==> config.mk <==
export PLATFORM = sky130hd
export DESIGN_NAME = bit_packer_with_ff_stuffing_unit
export DESIGN_NICKNAME = d
export VERILOG_FILES = /design/src/rtl/core/bpk_pkg.sv /design/src/rtl/core/bit_packer_with_ff_stuffing_unit.sv /design/src/rtl/core/bpk_cap_unit.sv /design/src/rtl/core/bpk_out_reg.sv
export SDC_FILE = /design/constraint.sdc
export NUM_CORES = 1
export LEC_CHECK = 0
export BUFFER_PORTS_ARGS = -buffer_cell sky130_fd_sc_hd__buf_2
export CAP_MARGIN = 20
export CORE_MARGIN = 5
export CORE_UTILIZATION = 25
export DETAILED_ROUTE_END_ITERATION = 8
export PLACE_DENSITY_LB_ADDON = 0.1
export SLEW_MARGIN = 10
export SYNTH_ARGS = -nofsm -noshare
export SYNTH_HDL_FRONTEND = slang
export SYNTH_SLANG_ARGS = --single-unit
==> constraint.sdc <==
create_clock -name clk -period 10.28 [get_ports clk]
set_input_delay 1.028 -clock clk [delete_from_list [all_inputs] [get_ports clk]]
set_output_delay 1.028 -clock clk [all_outputs]
set_load 0.02 [all_outputs]
==> src/rtl/core/bpk_pkg.sv <==
// ----------------------------------------------------------------------------
// bpk_pkg
// Shared types and constants for the bit packer with 0xFF bit stuffing.
// ----------------------------------------------------------------------------
package bpk_pkg;

  // Width of the capacity register and byte counter
  localparam int CAP_W = 21;

  // Hard limit on stream length, also the capacity reset value
  localparam logic [CAP_W-1:0] MAX_BYTES = 21'd1048576;

  // Byte that triggers a stuffed zero in the next byte
  localparam logic [7:0] STUFF_BYTE = 8'hFF;

  // Free bit counts of the pending byte
  localparam logic [3:0] FREE_FULL    = 4'd8;
  localparam logic [3:0] FREE_STUFFED = 4'd7;

  // Most bytes a symbol may emit
  localparam logic [3:0] SYM_MAX_BYTES = 4'd8;

  // Command codes
  localparam logic [1:0] CMD_BIT    = 2'd0;
  localparam logic [1:0] CMD_SYMBOL = 2'd1;
  localparam logic [1:0] CMD_FLUSH  = 2'd2;

  // Sequencer states
  typedef enum logic [2:0] {
    S_IDLE  = 3'b001,
    S_CHECK = 3'b010,
    S_EMIT  = 3'b100
  } state_t;

  // One result item
  typedef struct packed {
    logic [7:0] out_byte;
    logic       overflow_error;
    logic       last_of_run;
  } result_t;

  // Capacity check outcome
  typedef struct packed {
    logic [CAP_W-1:0] sum;
    logic             overflow;
  } cap_status_t;

endpackage

==> src/rtl/core/bit_packer_with_ff_stuffing_unit.sv <==
// Bit item that does not complete a byte: next item accepted right after.
// Completed byte or flush: accept, then the capacity check state, then the emit state.
// Symbol of n bytes: accept, capacity check, then n emits; the shared add/compare unit and the single
// output register emit one byte per cycle, stalled by out_ready.
// Synchronous active-high reset clears the bit buffer, byte count and sticky error,
// and sets the capacity register to the hard maximum.
// ----------------------------------------------------------------------------
// bit_packer_with_ff_stuffing_unit
// Packs bits MSB first into bytes with a stuffed zero after 0xFF, emits symbol
// bytes and flushes, all counted against a capacity limit with sticky overflow.
// ----------------------------------------------------------------------------
module bit_packer_with_ff_stuffing_unit (
  input  logic                      clk,
  input  logic                      rst,
  // configuration write
  input  logic                      cfg_valid,
  output logic                      cfg_ready,
  input  logic [bpk_pkg::CAP_W-1:0] capacity_bytes,
  // input transactions
  input  logic                      in_valid,
  output logic                      in_ready,
  input  logic [1:0]                cmd,
  input  logic                      bit_value,
  input  logic [63:0]               symbol_value,
  input  logic [3:0]                symbol_bytes,
  // output transactions
  output logic                      out_valid,
  input  logic                      out_ready,
  output logic [7:0]                out_byte,
  output logic                      overflow_error,
  output logic                      last_of_run
);

  bpk_pkg::state_t             state, state_next;
  logic [bpk_pkg::CAP_W-1:0]   capacity;
  logic [bpk_pkg::CAP_W-1:0]   bytes_written;
  logic [7:0]                  bit_buffer;
  logic [3:0]                  bits_free;
  logic                        sticky_error;
  logic [1:0]                  cmd_reg;
  logic [63:0]                 symbol;
  logic [3:0]                  need;
  logic [3:0]                  cnt;

  bpk_pkg::cap_status_t        cap;
  bpk_pkg::result_t            result;
  logic                        push;
  logic                        free;
  logic                        accept;
  logic [3:0]                  free_norm;
  logic [3:0]                  free_dec;
  logic [7:0]                  buf_bit;
  logic [3:0]                  nbytes_sat;
  logic [2:0]                  byte_sel;
  logic [7:0]                  sym_byte;

  assign cfg_ready = 1'b1;
  assign in_ready  = (state == bpk_pkg::S_IDLE);
  assign accept    = in_valid && in_ready;

  // Capacity register
  always_ff @(posedge clk) begin
    if (rst) begin
      capacity <= bpk_pkg::MAX_BYTES;
    end else if (cfg_valid) begin
      capacity <= capacity_bytes;
    end
  end

  // Shared capacity check
  bpk_cap_unit u_cap (
    .bytes_written (bytes_written),
    .need          (need),
    .capacity      (capacity),
    .status        (cap)
  );

  // Bit insertion for the incoming bit
  assign free_norm  = (bits_free == 4'd0 || bits_free > bpk_pkg::FREE_FULL) ?
                      bpk_pkg::FREE_FULL : bits_free;
  assign free_dec   = free_norm - 4'd1;
  assign buf_bit    = bit_buffer | ({7'd0, bit_value} << free_dec[2:0]);
  assign nbytes_sat = (symbol_bytes > bpk_pkg::SYM_MAX_BYTES) ?
                      bpk_pkg::SYM_MAX_BYTES : symbol_bytes;

  // Symbol byte select, most significant of the requested bytes first
  assign byte_sel = 3'(cnt - 4'd1);
  always_comb begin
    sym_byte = symbol[8*byte_sel +: 8];
  end

  // Sequencer next state and result
  always_comb begin
    state_next = state;
    push       = 1'b0;
    result     = '0;
    case (state)
      bpk_pkg::S_IDLE: begin
        if (accept && !sticky_error) begin
          case (cmd)
            bpk_pkg::CMD_BIT: begin
              if (free_dec == 4'd0) begin
                state_next = bpk_pkg::S_CHECK;
              end
            end
            bpk_pkg::CMD_SYMBOL: begin
              state_next = bpk_pkg::S_CHECK;
            end
            bpk_pkg::CMD_FLUSH: begin
              if (bits_free != bpk_pkg::FREE_FULL) begin
                state_next = bpk_pkg::S_CHECK;
              end
            end
            default: begin
              state_next = bpk_pkg::S_IDLE;
            end
          endcase
        end
      end
      bpk_pkg::S_CHECK: begin
        if (cap.overflow) begin
          if (free) begin
            push                  = 1'b1;
            result.overflow_error = 1'b1;
            result.last_of_run    = 1'b1;
            state_next            = bpk_pkg::S_IDLE;
          end
        end else if (need == 4'd0) begin
          state_next = bpk_pkg::S_IDLE;
        end else begin
          state_next = bpk_pkg::S_EMIT;
        end
      end
      bpk_pkg::S_EMIT: begin
        if (free) begin
          push               = 1'b1;
          result.out_byte    = (cmd_reg == bpk_pkg::CMD_SYMBOL) ? sym_byte : bit_buffer;
          result.last_of_run = (cnt == 4'd1);
          if (cnt == 4'd1) begin
            state_next = bpk_pkg::S_IDLE;
          end
        end
      end
      default: begin
        state_next = bpk_pkg::S_IDLE;
      end
    endcase
  end

  // Control state
  always_ff @(posedge clk) begin
    if (rst) begin
      state         <= bpk_pkg::S_IDLE;
      sticky_error  <= 1'b0;
      bytes_written <= '0;
      bit_buffer    <= '0;
      bits_free     <= bpk_pkg::FREE_FULL;
    end else begin
      state <= state_next;
      // bit item updates the pending byte at accept
      if (state == bpk_pkg::S_IDLE && accept && !sticky_error && cmd == bpk_pkg::CMD_BIT) begin
        bit_buffer <= buf_bit;
        bits_free  <= free_dec;
      end
      // capacity check outcome
      if (state == bpk_pkg::S_CHECK) begin
        if (cap.overflow) begin
          if (free) begin
            sticky_error <= 1'b1;
          end
        end else begin
          bytes_written <= cap.sum;
        end
      end
      // pending byte leaves the buffer
      if (state == bpk_pkg::S_EMIT && free && cmd_reg != bpk_pkg::CMD_SYMBOL) begin
        bit_buffer <= '0;
        if (cmd_reg == bpk_pkg::CMD_BIT && bit_buffer == bpk_pkg::STUFF_BYTE) begin
          bits_free <= bpk_pkg::FREE_STUFFED;
        end else begin
          bits_free <= bpk_pkg::FREE_FULL;
        end
      end
    end
  end

  // Item payload and byte counter
  always_ff @(posedge clk) begin
    if (state == bpk_pkg::S_IDLE && accept) begin
      cmd_reg <= cmd;
      symbol  <= symbol_value;
      need    <= (cmd == bpk_pkg::CMD_SYMBOL) ? nbytes_sat : 4'd1;
    end
    if (state == bpk_pkg::S_CHECK) begin
      cnt <= need;
    end else if (state == bpk_pkg::S_EMIT && free) begin
      cnt <= cnt - 4'd1;
    end
  end

  // Output stage
  bpk_out_reg u_out (
    .clk            (clk),
    .rst            (rst),
    .push           (push),
    .result         (result),
    .free           (free),
    .out_valid      (out_valid),
    .out_ready      (out_ready),
    .out_byte       (out_byte),
    .overflow_error (overflow_error),
    .last_of_run    (last_of_run)
  );

  // Checks
  a_sticky_holds: assert property (@(posedge clk) disable iff (rst)
    sticky_error |=> sticky_error)
    else $error("sticky error cleared without reset");

  a_err_sets_sticky: assert property (@(posedge clk) disable iff (rst)
    (push && result.overflow_error) |=> sticky_error)
    else $error("error result without sticky error");

  a_emit_count: assert property (@(posedge clk) disable iff (rst)
    (state == bpk_pkg::S_EMIT) |-> (cnt != 4'd0 && cnt <= bpk_pkg::SYM_MAX_BYTES))
    else $error("emit count out of range");

  a_err_is_last: assert property (@(posedge clk) disable iff (rst)
    (push && result.overflow_error) |-> (result.last_of_run && result.out_byte == 8'd0))
    else $error("malformed error result");

endmodule

==> src/rtl/core/bpk_cap_unit.sv <==
// ----------------------------------------------------------------------------
// bpk_cap_unit
// Shared add/compare unit: running byte count plus request against the limit.
// ----------------------------------------------------------------------------
module bpk_cap_unit (
  input  logic [bpk_pkg::CAP_W-1:0] bytes_written,
  input  logic [3:0]                need,
  input  logic [bpk_pkg::CAP_W-1:0] capacity,
  output bpk_pkg::cap_status_t      status
);

  logic [bpk_pkg::CAP_W-1:0] limit;
  logic [bpk_pkg::CAP_W:0]   sum_wide;

  // Limit in force is the smaller of the register and the hard maximum
  assign limit = (capacity < bpk_pkg::MAX_BYTES) ? capacity : bpk_pkg::MAX_BYTES;

  // One extra bit so the sum cannot wrap before the compare
  assign sum_wide = {1'b0, bytes_written} + {{(bpk_pkg::CAP_W-3){1'b0}}, need};

  assign status.overflow = sum_wide > {1'b0, limit};
  assign status.sum      = sum_wide[bpk_pkg::CAP_W-1:0];

endmodule

==> src/rtl/core/bpk_out_reg.sv <==
// ----------------------------------------------------------------------------
// bpk_out_reg
// Output register stage holding one result until the sink takes it.
// ----------------------------------------------------------------------------
module bpk_out_reg (
  input  logic                clk,
  input  logic                rst,
  input  logic                push,
  input  bpk_pkg::result_t    result,
  output logic                free,
  output logic                out_valid,
  input  logic                out_ready,
  output logic [7:0]          out_byte,
  output logic                overflow_error,
  output logic                last_of_run
);

  bpk_pkg::result_t held;

  // Slot can take a new result when empty or being drained this cycle
  assign free = !out_valid || out_ready;

  // Valid flag
  always_ff @(posedge clk) begin
    if (rst) begin
      out_valid <= 1'b0;
    end else if (push) begin
      out_valid <= 1'b1;
    end else if (out_ready) begin
      out_valid <= 1'b0;
    end
  end

  // Payload
  always_ff @(posedge clk) begin
    if (push) begin
      held <= result;
    end
  end

  assign out_byte       = held.out_byte;
  assign overflow_error = held.overflow_error;
  assign last_of_run    = held.last_of_run;

endmodule
==> flow_summary.toml, run 1 <==
[critical_path]
start_kind = "flop"
cp_cell_sequence = "ha_1 -> fa_1 -> a21o_1 -> a21oi_2 -> nor4_4 -> nand2_1 -> nor2_1 -> nand3_1 -> xnor2_1 -> ha_1 -> nand3_1 -> nor2_1 -> a221oi_1 -> a22o_1 -> nand4b_4 -> o311ai_0 -> o31ai_1"
critical-path-max-stage-delay_ps = 540
cp.required_ps = 10570
cp.arrival_ps = 4830
crit_family = "compound AO/OA/AOI/OAI gates"
cp-end-kind = "flop"
critPathKind = "reg2reg"
cp_num_buf_inv = 0
crit_fanout = 39
cp_slowest_cell = "o311ai_0"

[clocking]
cts.repair.resized = 0
cts_buffers = 17
clockRootBuffer = "clkbuf_16"
holdBufCountCts = 0
htree_levels = 4
post_cts_buffers = 0
clkTransAtPathRegs_ps = 60
cts_tree = "done"
cts_sinks = 143
clock_latency_ps = 430
cts_buffer_depth = 2

[timing]
timing.setup.tns_ps = 0
post-route-min-period_ps = 4540
post-route-period-util = 0.442
hold_viol = 0
maxSlewHeadroom = 0.335
worstMarginPinSlew_ps = 997
rsz0062_at_grt = "false"
drv_slew = 0
clock_skew_ps = 13.1
setup_viol = 0
max_freq_ghz = 0.220

[drt]
first_pass_iters = 4
wl_met2_um = 7480
highest_layer = "met5"
vias_per_cell = 4.55
wl_per_cell_um = 16.4
num_vias = 4625
drc = 0
wl_met3_um = 999
routed_wl_um = 16600
wl_met1_um = 7950
first_iter_violations = 178
antenna_left = 0

[job]
cap_violations = 0

[grt]
antenna_found_initial = 1
grt_pass1_vias = 4905
grt_start_max_net_pins = 67
gr-usage-all-layers = 0.112
grt_first_pass_wirelength_um = 26600
overflow = 0

[die]
start_util = 0.251
pin_count = 110
dieHeight_um = 174
die_w_um = 174
die_area_mm2 = 0.0302
rows = 60
core_area_mm2 = 0.0267

[power]
p_comb_frac = 0.078
power_frac_clock = 0.466
seqPwrFrac = 0.456
peakVddDrop_v = 0.0000982
p_int_mw = 1.10
p_leak_nw = 3.18
p_total_mw = 1.45
netSwitchingFraction = 0.246
power-per-cell-area_mw_per_mm2 = 177
netSwitchingPower_uw = 357

[logic_synthesis]
ys.flop_type = "edfxtp_1"
synth-async-reset-ratio = 0
synth_edf_count = 84
synth.net_count = 680
ys_warn_count = 0
netlist_area_mm2 = 0.00670
synth-seq-cells = 143
synthDistinctLibCells = 65
avgSynthCellArea_um2 = 12.1
yosysSeqAreaShare = 0.553
post_synth_inst_count = 553

[cells_and_area]
drive_gt1_frac = 0.266
final_nets = 788
multi_input_area_mm2 = 0.00282
final_core_util = 0.308
largest-register = "symbol"
fillers = 2729
fin_area_mm2 = 0.00821
ff_latch_area_mm2 = 0.00370
reg.largest.list = "symbol: 64 flops, bytes_written: 21 flops, capacity: 21 flops"
area_growth_pct = 22.5
largest_reg_flops = 64

[placed_design]
gp_congestion = 0.782
postPlaceCellArea_mm2 = 0.00756
portBuffers = 108
dpl.hpwl_um = 12200

[hold_path]
hp-class = "reg2reg"

[outcome]
status = "finished clean"
power groups by stage:
stage	Sequential, mW	Clock, mW	Combinational, mW
2_1_floorplan	0.672	0	0.0744
3_3_place_gp	0.674	0	0.115
3_5_place_dp	0.675	0	0.116
4_1_cts	0.663	0.699	0.117
5_1_grt	0.666	0.721	0.127
6_report	0.662	0.677	0.113
per-layer routing:
metal	GRT usage	up-vias
met4	0.0297	2
met5	0	-
met3	0.0382	16
met2	0.173	113
met1	0.152	2213
li1	-	2281
tightest hold or removal path, stage by stage, from the launching register on:
cell and delay, ps:
dfxtp_1 320, a21oi_1 40, nor2_1 70
synthesized netlist by cell type (all sizes together), types with 2 or more instances:
cell type   n  area [um2]
nand4       8        50.1
nand2      51         191
nor3        5        25.0
dfxtp      59        1180
a21oi      33         173
o21ai      29         145
nor4        5        52.6
nand2b      8        50.1
nor3b       2        15.0
a211o       2        17.5
ha         29         363
xor2        6        52.6
inv        11        41.3
nor4bb      2        20.0
a32o        2        20.0
mux2i      32         320
a31oi       4        31.3
a21o        5        37.5
buf         9        80.1
a41oi       2        17.5
or3b        2        17.5
a22o        3        26.3
nand3b      2        18.8
or3        14        87.6
nor2       49         184
o31ai       4        30.0
o21bai      3        30.0
a211oi      3        22.5
clkbuf     14        52.6
mux4       16         360
nand3      13        70.1
edfxtp     84        2520
or2         3        21.3
xnor2      16         140
nor2b       5        38.8
or4         4        30.0
stage by stage:
stage          worst slack [ps]  hold slack (ps)  cells
2_1_floorplan              6390              428    553
5_1_grt                    5350              510   1015
3_5_place_dp               5740              454    983
4_1_cts                    5730              478   1015
3_3_place_gp               5830              459    983
6_report                   5740              468   1016
cells in the final DEF, fill, tap and decap left out, drive strengths merged, types with 16 or more instances in the layout:
cell type  count
buf          112
edfxtp        84
dfxtp         59
nand2         51
nor2          49
a21oi         33
mux2i         32
ha            29
o21ai         29
inv           21
clkbuf        17
xnor2         16
mux4          16
final timing paths:
kind	from	to	slack, ps	depth (start not counted)
setup / recovery	need[0]	bytes_written[20]	5740	17
setup reg to reg	need[0]	bytes_written[20]	5740	17
hold / removal	sticky_error	sticky_error	470	2
hold reg to reg	sticky_error	sticky_error	470	2
cell type report:
cell class              count  share of cell area
diodes                      1            0.000305
clock inverters            15              0.0262
well taps                 341              0.0520
repair buffers            112              0.0695
flip-flops and latches    143               0.451
clock buffers              17              0.0518
inverters                  11             0.00503
multi-input cells         376               0.344
kinds of logic after synthesis:
family / count (synthesis) / synth area share
fa+ha+maj: 30 / 0.0572
mux: 49 / 0.103
other cells: 1 / 0.000560
buf+inv: 34 / 0.0260
simple gates: 179 / 0.140
compound gates: 95 / 0.0915
xor+xnor: 22 / 0.0288
flops: 143 / 0.553
No activity file was read; power rests on OpenSTA's default activity.
==> inputs of run 2 (changes only) <==
Clock period 10.28 ns to 4.7 ns, I/O delays scaled along.
==> flow_summary.toml, run 2 (synthesized netlist as in run 1, its figures left out) <==
[critical_path]
start_kind = "flop"
cp_cell_sequence = "ha_1 -> fa_1 -> a21o_1 -> a21oi_4 -> nor2_1 -> nand3_1 -> xnor2_1 -> ha_1 -> nand4_1 -> a21oi_2 -> o41ai_4 -> nand4b_4 -> or4_1 -> a21oi_1"
critPathKind = "reg2reg"
cp.arrival_ps = 4610
cp.required_ps = 5060
cp-end-kind = "flop"
critical-path-max-stage-delay_ps = 570
crit_top_cell = "ha_1"
cp_slowest_cell = "o41ai_4"
crit_fanout = 18

[power]
power-per-cell-area_mw_per_mm2 = 381
peakVddDrop_v = 0.000233
p_leak_nw = 3.20

[die]
start_util = 0.251
pin_count = 110
core_area_mm2 = 0.0267
die_area_mm2 = 0.0302
dieHeight_um = 174
die_w_um = 174
rows = 60

[drt]
first_pass_iters = 6
vias_per_cell = 4.50
first_iter_violations = 160
routed_wl_um = 17000
drc = 0
wl_per_cell_um = 16.7
antenna_left = 0
num_vias = 4582

[grt]
gr-usage-all-layers = 0.115
grt_start_max_net_pins = 40
grt_pass1_vias = 4818
grt_first_pass_wirelength_um = 27000
antenna_found_initial = 0
overflow = 0

[placed_design]
portBuffers = 108
postPlaceCellArea_mm2 = 0.00758
gp_congestion = 0.788
placed_cells = 985
dpl.hpwl_um = 12700

[cells_and_area]
largest-register = "symbol"
final_common_cell = "buf_2"
fillers = 2754
final_cell_mix = "buf_2, edfxtp_1, dfxtp_1"
fin_cells = 1018
largest_reg_flops = 64
ff_latch_area_mm2 = 0.00370
multi_input_area_mm2 = 0.00286
fin_area_mm2 = 0.00825
area_growth_pct = 23.2
final_core_util = 0.310
diodes = 0
final_nets = 791
reg.largest.list = "symbol: 64 flops, bytes_written: 21 flops, capacity: 21 flops"
drive_gt1_frac = 0.272

[timing]
hold_viol = 0
timing.setup.tns_ps = 0
rsz0062_at_grt = "false"
max_freq_ghz = 0.235
drv_slew = 0
worstMarginPinSlew_ps = 970
clock_skew_ps = 9.99
setup_viol = 0
post-route-min-period_ps = 4260
maxSlewHeadroom = 0.347
post-route-period-util = 0.906

[clocking]
clkTransAtPathRegs_ps = 70
cts_tree = "done"
clockRootBuffer = "clkbuf_16"
holdBufCountCts = 0
cts_sinks = 143
cts_buffers = 17
cts_buffer_depth = 2
clock_latency_ps = 420
htree_levels = 4

[hold_path]
hp-class = "in2reg"

[outcome]
status = "finished clean"

[job]
cap_violations = 0
[run 2: per-stage QoR]
step | power, mW | setup slack [ps] | hold WS (ps)
finish | 3.15 | 444 | 211
global route | 3.29 | 42.1 | 175
CTS | 3.20 | 173 | 186
detailed placement | 1.74 | 216 | 459
global placement | 1.73 | 297 | 467
floorplan | 1.63 | 813 | 428
[run 2: path summary, 6_finish.rpt]
path                    from          endpoint  slack, ps  cells past startpoint
max                  need[0]  bytes_written[9]        440                     14
min          symbol_value[9]         symbol[9]        210                      1
max reg2reg          need[0]  bytes_written[9]        440                     14
min reg2reg     sticky_error      sticky_error        470                      2
[run 2: critical path, delay by kind of cell, from the launching register on]
family | cells | cell delay, ps
adders and majority gates | 3 | 960
AOI/OAI and AO/OA | 5 | 1270
and+or+nand+nor | 5 | 1300
xor gates and xnor gates | 1 | 200
DFF | 1 | 440
[run 2: cell type report]
type                    count  area share
inverters                  11     0.00500
repair buffers            114      0.0710
well taps                 341      0.0517
multi-input cells         377       0.347
clock buffers              17      0.0516
clock inverters            15      0.0252
flip-flops and latches    143       0.449
[run 2: per-layer routing]
layer	up-vias	global-route usage	wire (um)	part of all wire
met5	-	0	0	0
met4	0	0.0307	146	0.0086
met3	10	0.0388	935	0.055
met2	104	0.173	7550	0.44
met1	2180	0.158	8420	0.49
li1	2288	-	-	-
[run 2: timing repair]
item / in CTS / in global routing
setup endpoints to repair: 0 / 33
setup buffers: 0 / 0
gates resized for setup: 0 / 5
[run 2: where the power goes]
part           internal, mW  switching [mW]
Clock                 0.820           0.624
Sequential             1.42          0.0286
Combinational         0.111           0.143
Total                  2.35           0.796
==> inputs of run 3 (changes only) <==
Settings changed: ABC_AREA set to 1.
==> flow_summary.toml, run 3 <==
[timing]
post-route-period-util = 0.785
setup_viol = 0
clock_skew_ps = 15.0
max_freq_ghz = 0.271
worstMarginPinSlew_ps = 954
drv_slew = 0
rsz0062_at_grt = "false"
timing.setup.tns_ps = 0
maxSlewHeadroom = 0.360
post-route-min-period_ps = 3690
final.setup.worst_slack_ps = 1010
hold_viol = 0

[drt]
first_pass_iters = 4
first_iter_violations = 231
vias_per_cell = 4.36
routed_wl_um = 18400
wl_met3_um = 598
wl_met1_um = 8920
wl_met2_um = 8660
highest_layer = "met4"
drc = 0
num_vias = 5146
antenna_left = 0
wl_per_cell_um = 15.5

[grt]
grt_pass1_vias = 5163
overflow = 0
antenna_found_initial = 0
grt_start_max_net_pins = 36
grt_first_pass_wirelength_um = 29100
gr-usage-all-layers = 0.122

[hold_path]
hold_path_depth = 1
min_from = "symbol_value[25]"
hp-class = "in2reg"

[logic_synthesis]
synth.top_cells.by_count = "nor2_1, nand2_1, edfxtp_1"
synth.net_count = 845
synth-seq-cells = 143
ys_warn_count = 0
synth_edf_count = 84
yosys.area.top_type_share = 0.372
synthDistinctLibCells = 42
synth-async-reset-ratio = 0
netlist_area_mm2 = 0.00678
synthTopCellsByArea = "edfxtp_1, dfxtp_1, nor2_1"
synth_top_area_cell = "edfxtp_1"
post_synth_inst_count = 718
synth_most_common_cell = "nor2_1"
yosysSeqAreaShare = 0.547
ys.flop_type = "edfxtp_1"
avgSynthCellArea_um2 = 9.44

[power]
netSwitchingPower_mw = 1.13
seqPwrFrac = 0.436
peakVddDrop_v = 0.000216
netSwitchingFraction = 0.298
p_total_mw = 3.79
p_comb_frac = 0.188
power-per-cell-area_mw_per_mm2 = 458
p_int_mw = 2.66
power_frac_clock = 0.376
p_leak_nw = 3.39

[clocking]
clockRootBuffer = "clkbuf_16"
clkTransAtPathRegs_ps = 70
cts_buffer_depth = 2
cts_buffers = 17
post_cts_buffers = 0
htree_levels = 4
clock_latency_ps = 430
cts_sinks = 143
cts_tree = "done"
holdBufCountCts = 0
cts.repair.resized = 0

[critical_path]
crit_fanout = 11
critPathKind = "reg2reg"
crit_path_start = "need[0]"
cp.arrival_ps = 3750
start_kind = "flop"
rr_worst_depth = 17
cp-end-kind = "flop"
r2r-start = "need[0]"
cp.required_ps = 4770

[cells_and_area]
fin_cells = 1181
largest-register = "symbol"
final_cell_mix = "nor2_1, nand2_1, buf_2"
largest_reg_flops = 64
fillers = 2837
drive_gt1_frac = 0.193
reg.largest.list = "symbol: 64 flops, bytes_written: 21 flops, capacity: 21 flops"
area_growth_pct = 22.2
final_common_cell = "nor2_1"
final_nets = 953

[die]
pin_count = 110
rows = 60
dieHeight_um = 175
die_w_um = 175
start_util = 0.253
core_area_mm2 = 0.0268
die_area_mm2 = 0.0305

[outcome]
status = "finished clean"

[placed_design]
placed_cells = 1148
place_ws_ps = 972
portBuffers = 108
dpl.hpwl_um = 13200
gp_congestion = 0.736

[job]
cap_violations = 0
run 3: cell types whose count changed after synthesis, moves of 14 or more:
cell      change
inv_1        +55
mux2i_1      -16
mux4_2       -16
nand2_1      +58
nor2_1       +64
o21ai_0      +52
o221ai_1     +16
or3_1        -14
run 3: area by class of cell:
class / count / area, um2 / area share
inverters: 71 / 274 / 0.0331
clock inverters: 14 / 180 / 0.0218
repair buffers: 113 / 578 / 0.0698
flip-flops and latches: 143 / 3700 / 0.447
diodes: 1 / 2.50 / 0.000302
clock buffers: 18 / 429 / 0.0518
well taps: 341 / 427 / 0.0515
multi-input cells: 480 / 2680 / 0.324
run 3: cells by family (layout without fill, tap and decap cells):
kind of cell	Yosys count	count (layout)	share of synthesized area
AOI/OAI and AO/OA	128	128	0.107
xor gates and xnor gates	21	21	0.0271
adders and majority gates	30	30	0.0565
buffers and inverters	95	216	0.0585
DFF	143	143	0.547
muxes	16	16	0.0236
other	1	2	0.000553
and+or+nand+nor	284	284	0.180
run 3: worst paths after layout:
kind | endpoint | slack (ps)
worst max-delay path | u_out.out_byte[0] | 1010
worst min-delay path | symbol[25] | 220
worst max register to register | u_out.out_byte[0] | 1010
worst min register to register | sticky_error | 470
run 3: worst max-delay path, cell delays in order, from the launching register on:
cell      delay (ps)
edfxtp_1         390
ha_1             200
fa_1             210
nand3_1           90
nand2_1          100
nand3_1          190
nor3_2           300
nand4_1          150
xnor2_1          170
ha_1             270
inv_1             50
nor2_1           150
nand4_1          130
a21oi_2          170
nand2_2           80
nand2_4           80
nand4_1          160
nand2_1          420
run 3: layer usage:
| layer | up-vias | track usage |
|---|---|---|
| met4 | 0 | 0.0354 |
| met2 | 97 | 0.199 |
| li1 | 2669 | - |
| met5 | - | 0 |
| met1 | 2368 | 0.165 |
| met3 | 12 | 0.0255 |
run 3: per-stage QoR:
| stage | cell area (um2) | util | hold WS [ps] |
|---|---|---|---|
| after global placement | 7670 | 0.286 | 457 |
| after global routing | 8280 | 0.309 | 194 |
| after detailed placement | 7670 | 0.286 | 459 |
| after floorplan | 6780 | - | 431 |
| final | 8280 | 0.309 | 216 |
| after CTS | 8280 | 0.309 | 192 |
run 3: power by group through the flow:
stage | logic (mW) | registers [mW] | clock network (mW)
detailed placement | 0.730 | 1.68 | 0
finish | 0.712 | 1.66 | 1.43
CTS | 0.734 | 1.66 | 1.47
global route | 0.822 | 1.68 | 1.51
floorplan | 0.501 | 1.68 | 0
global placement | 0.733 | 1.69 | 0
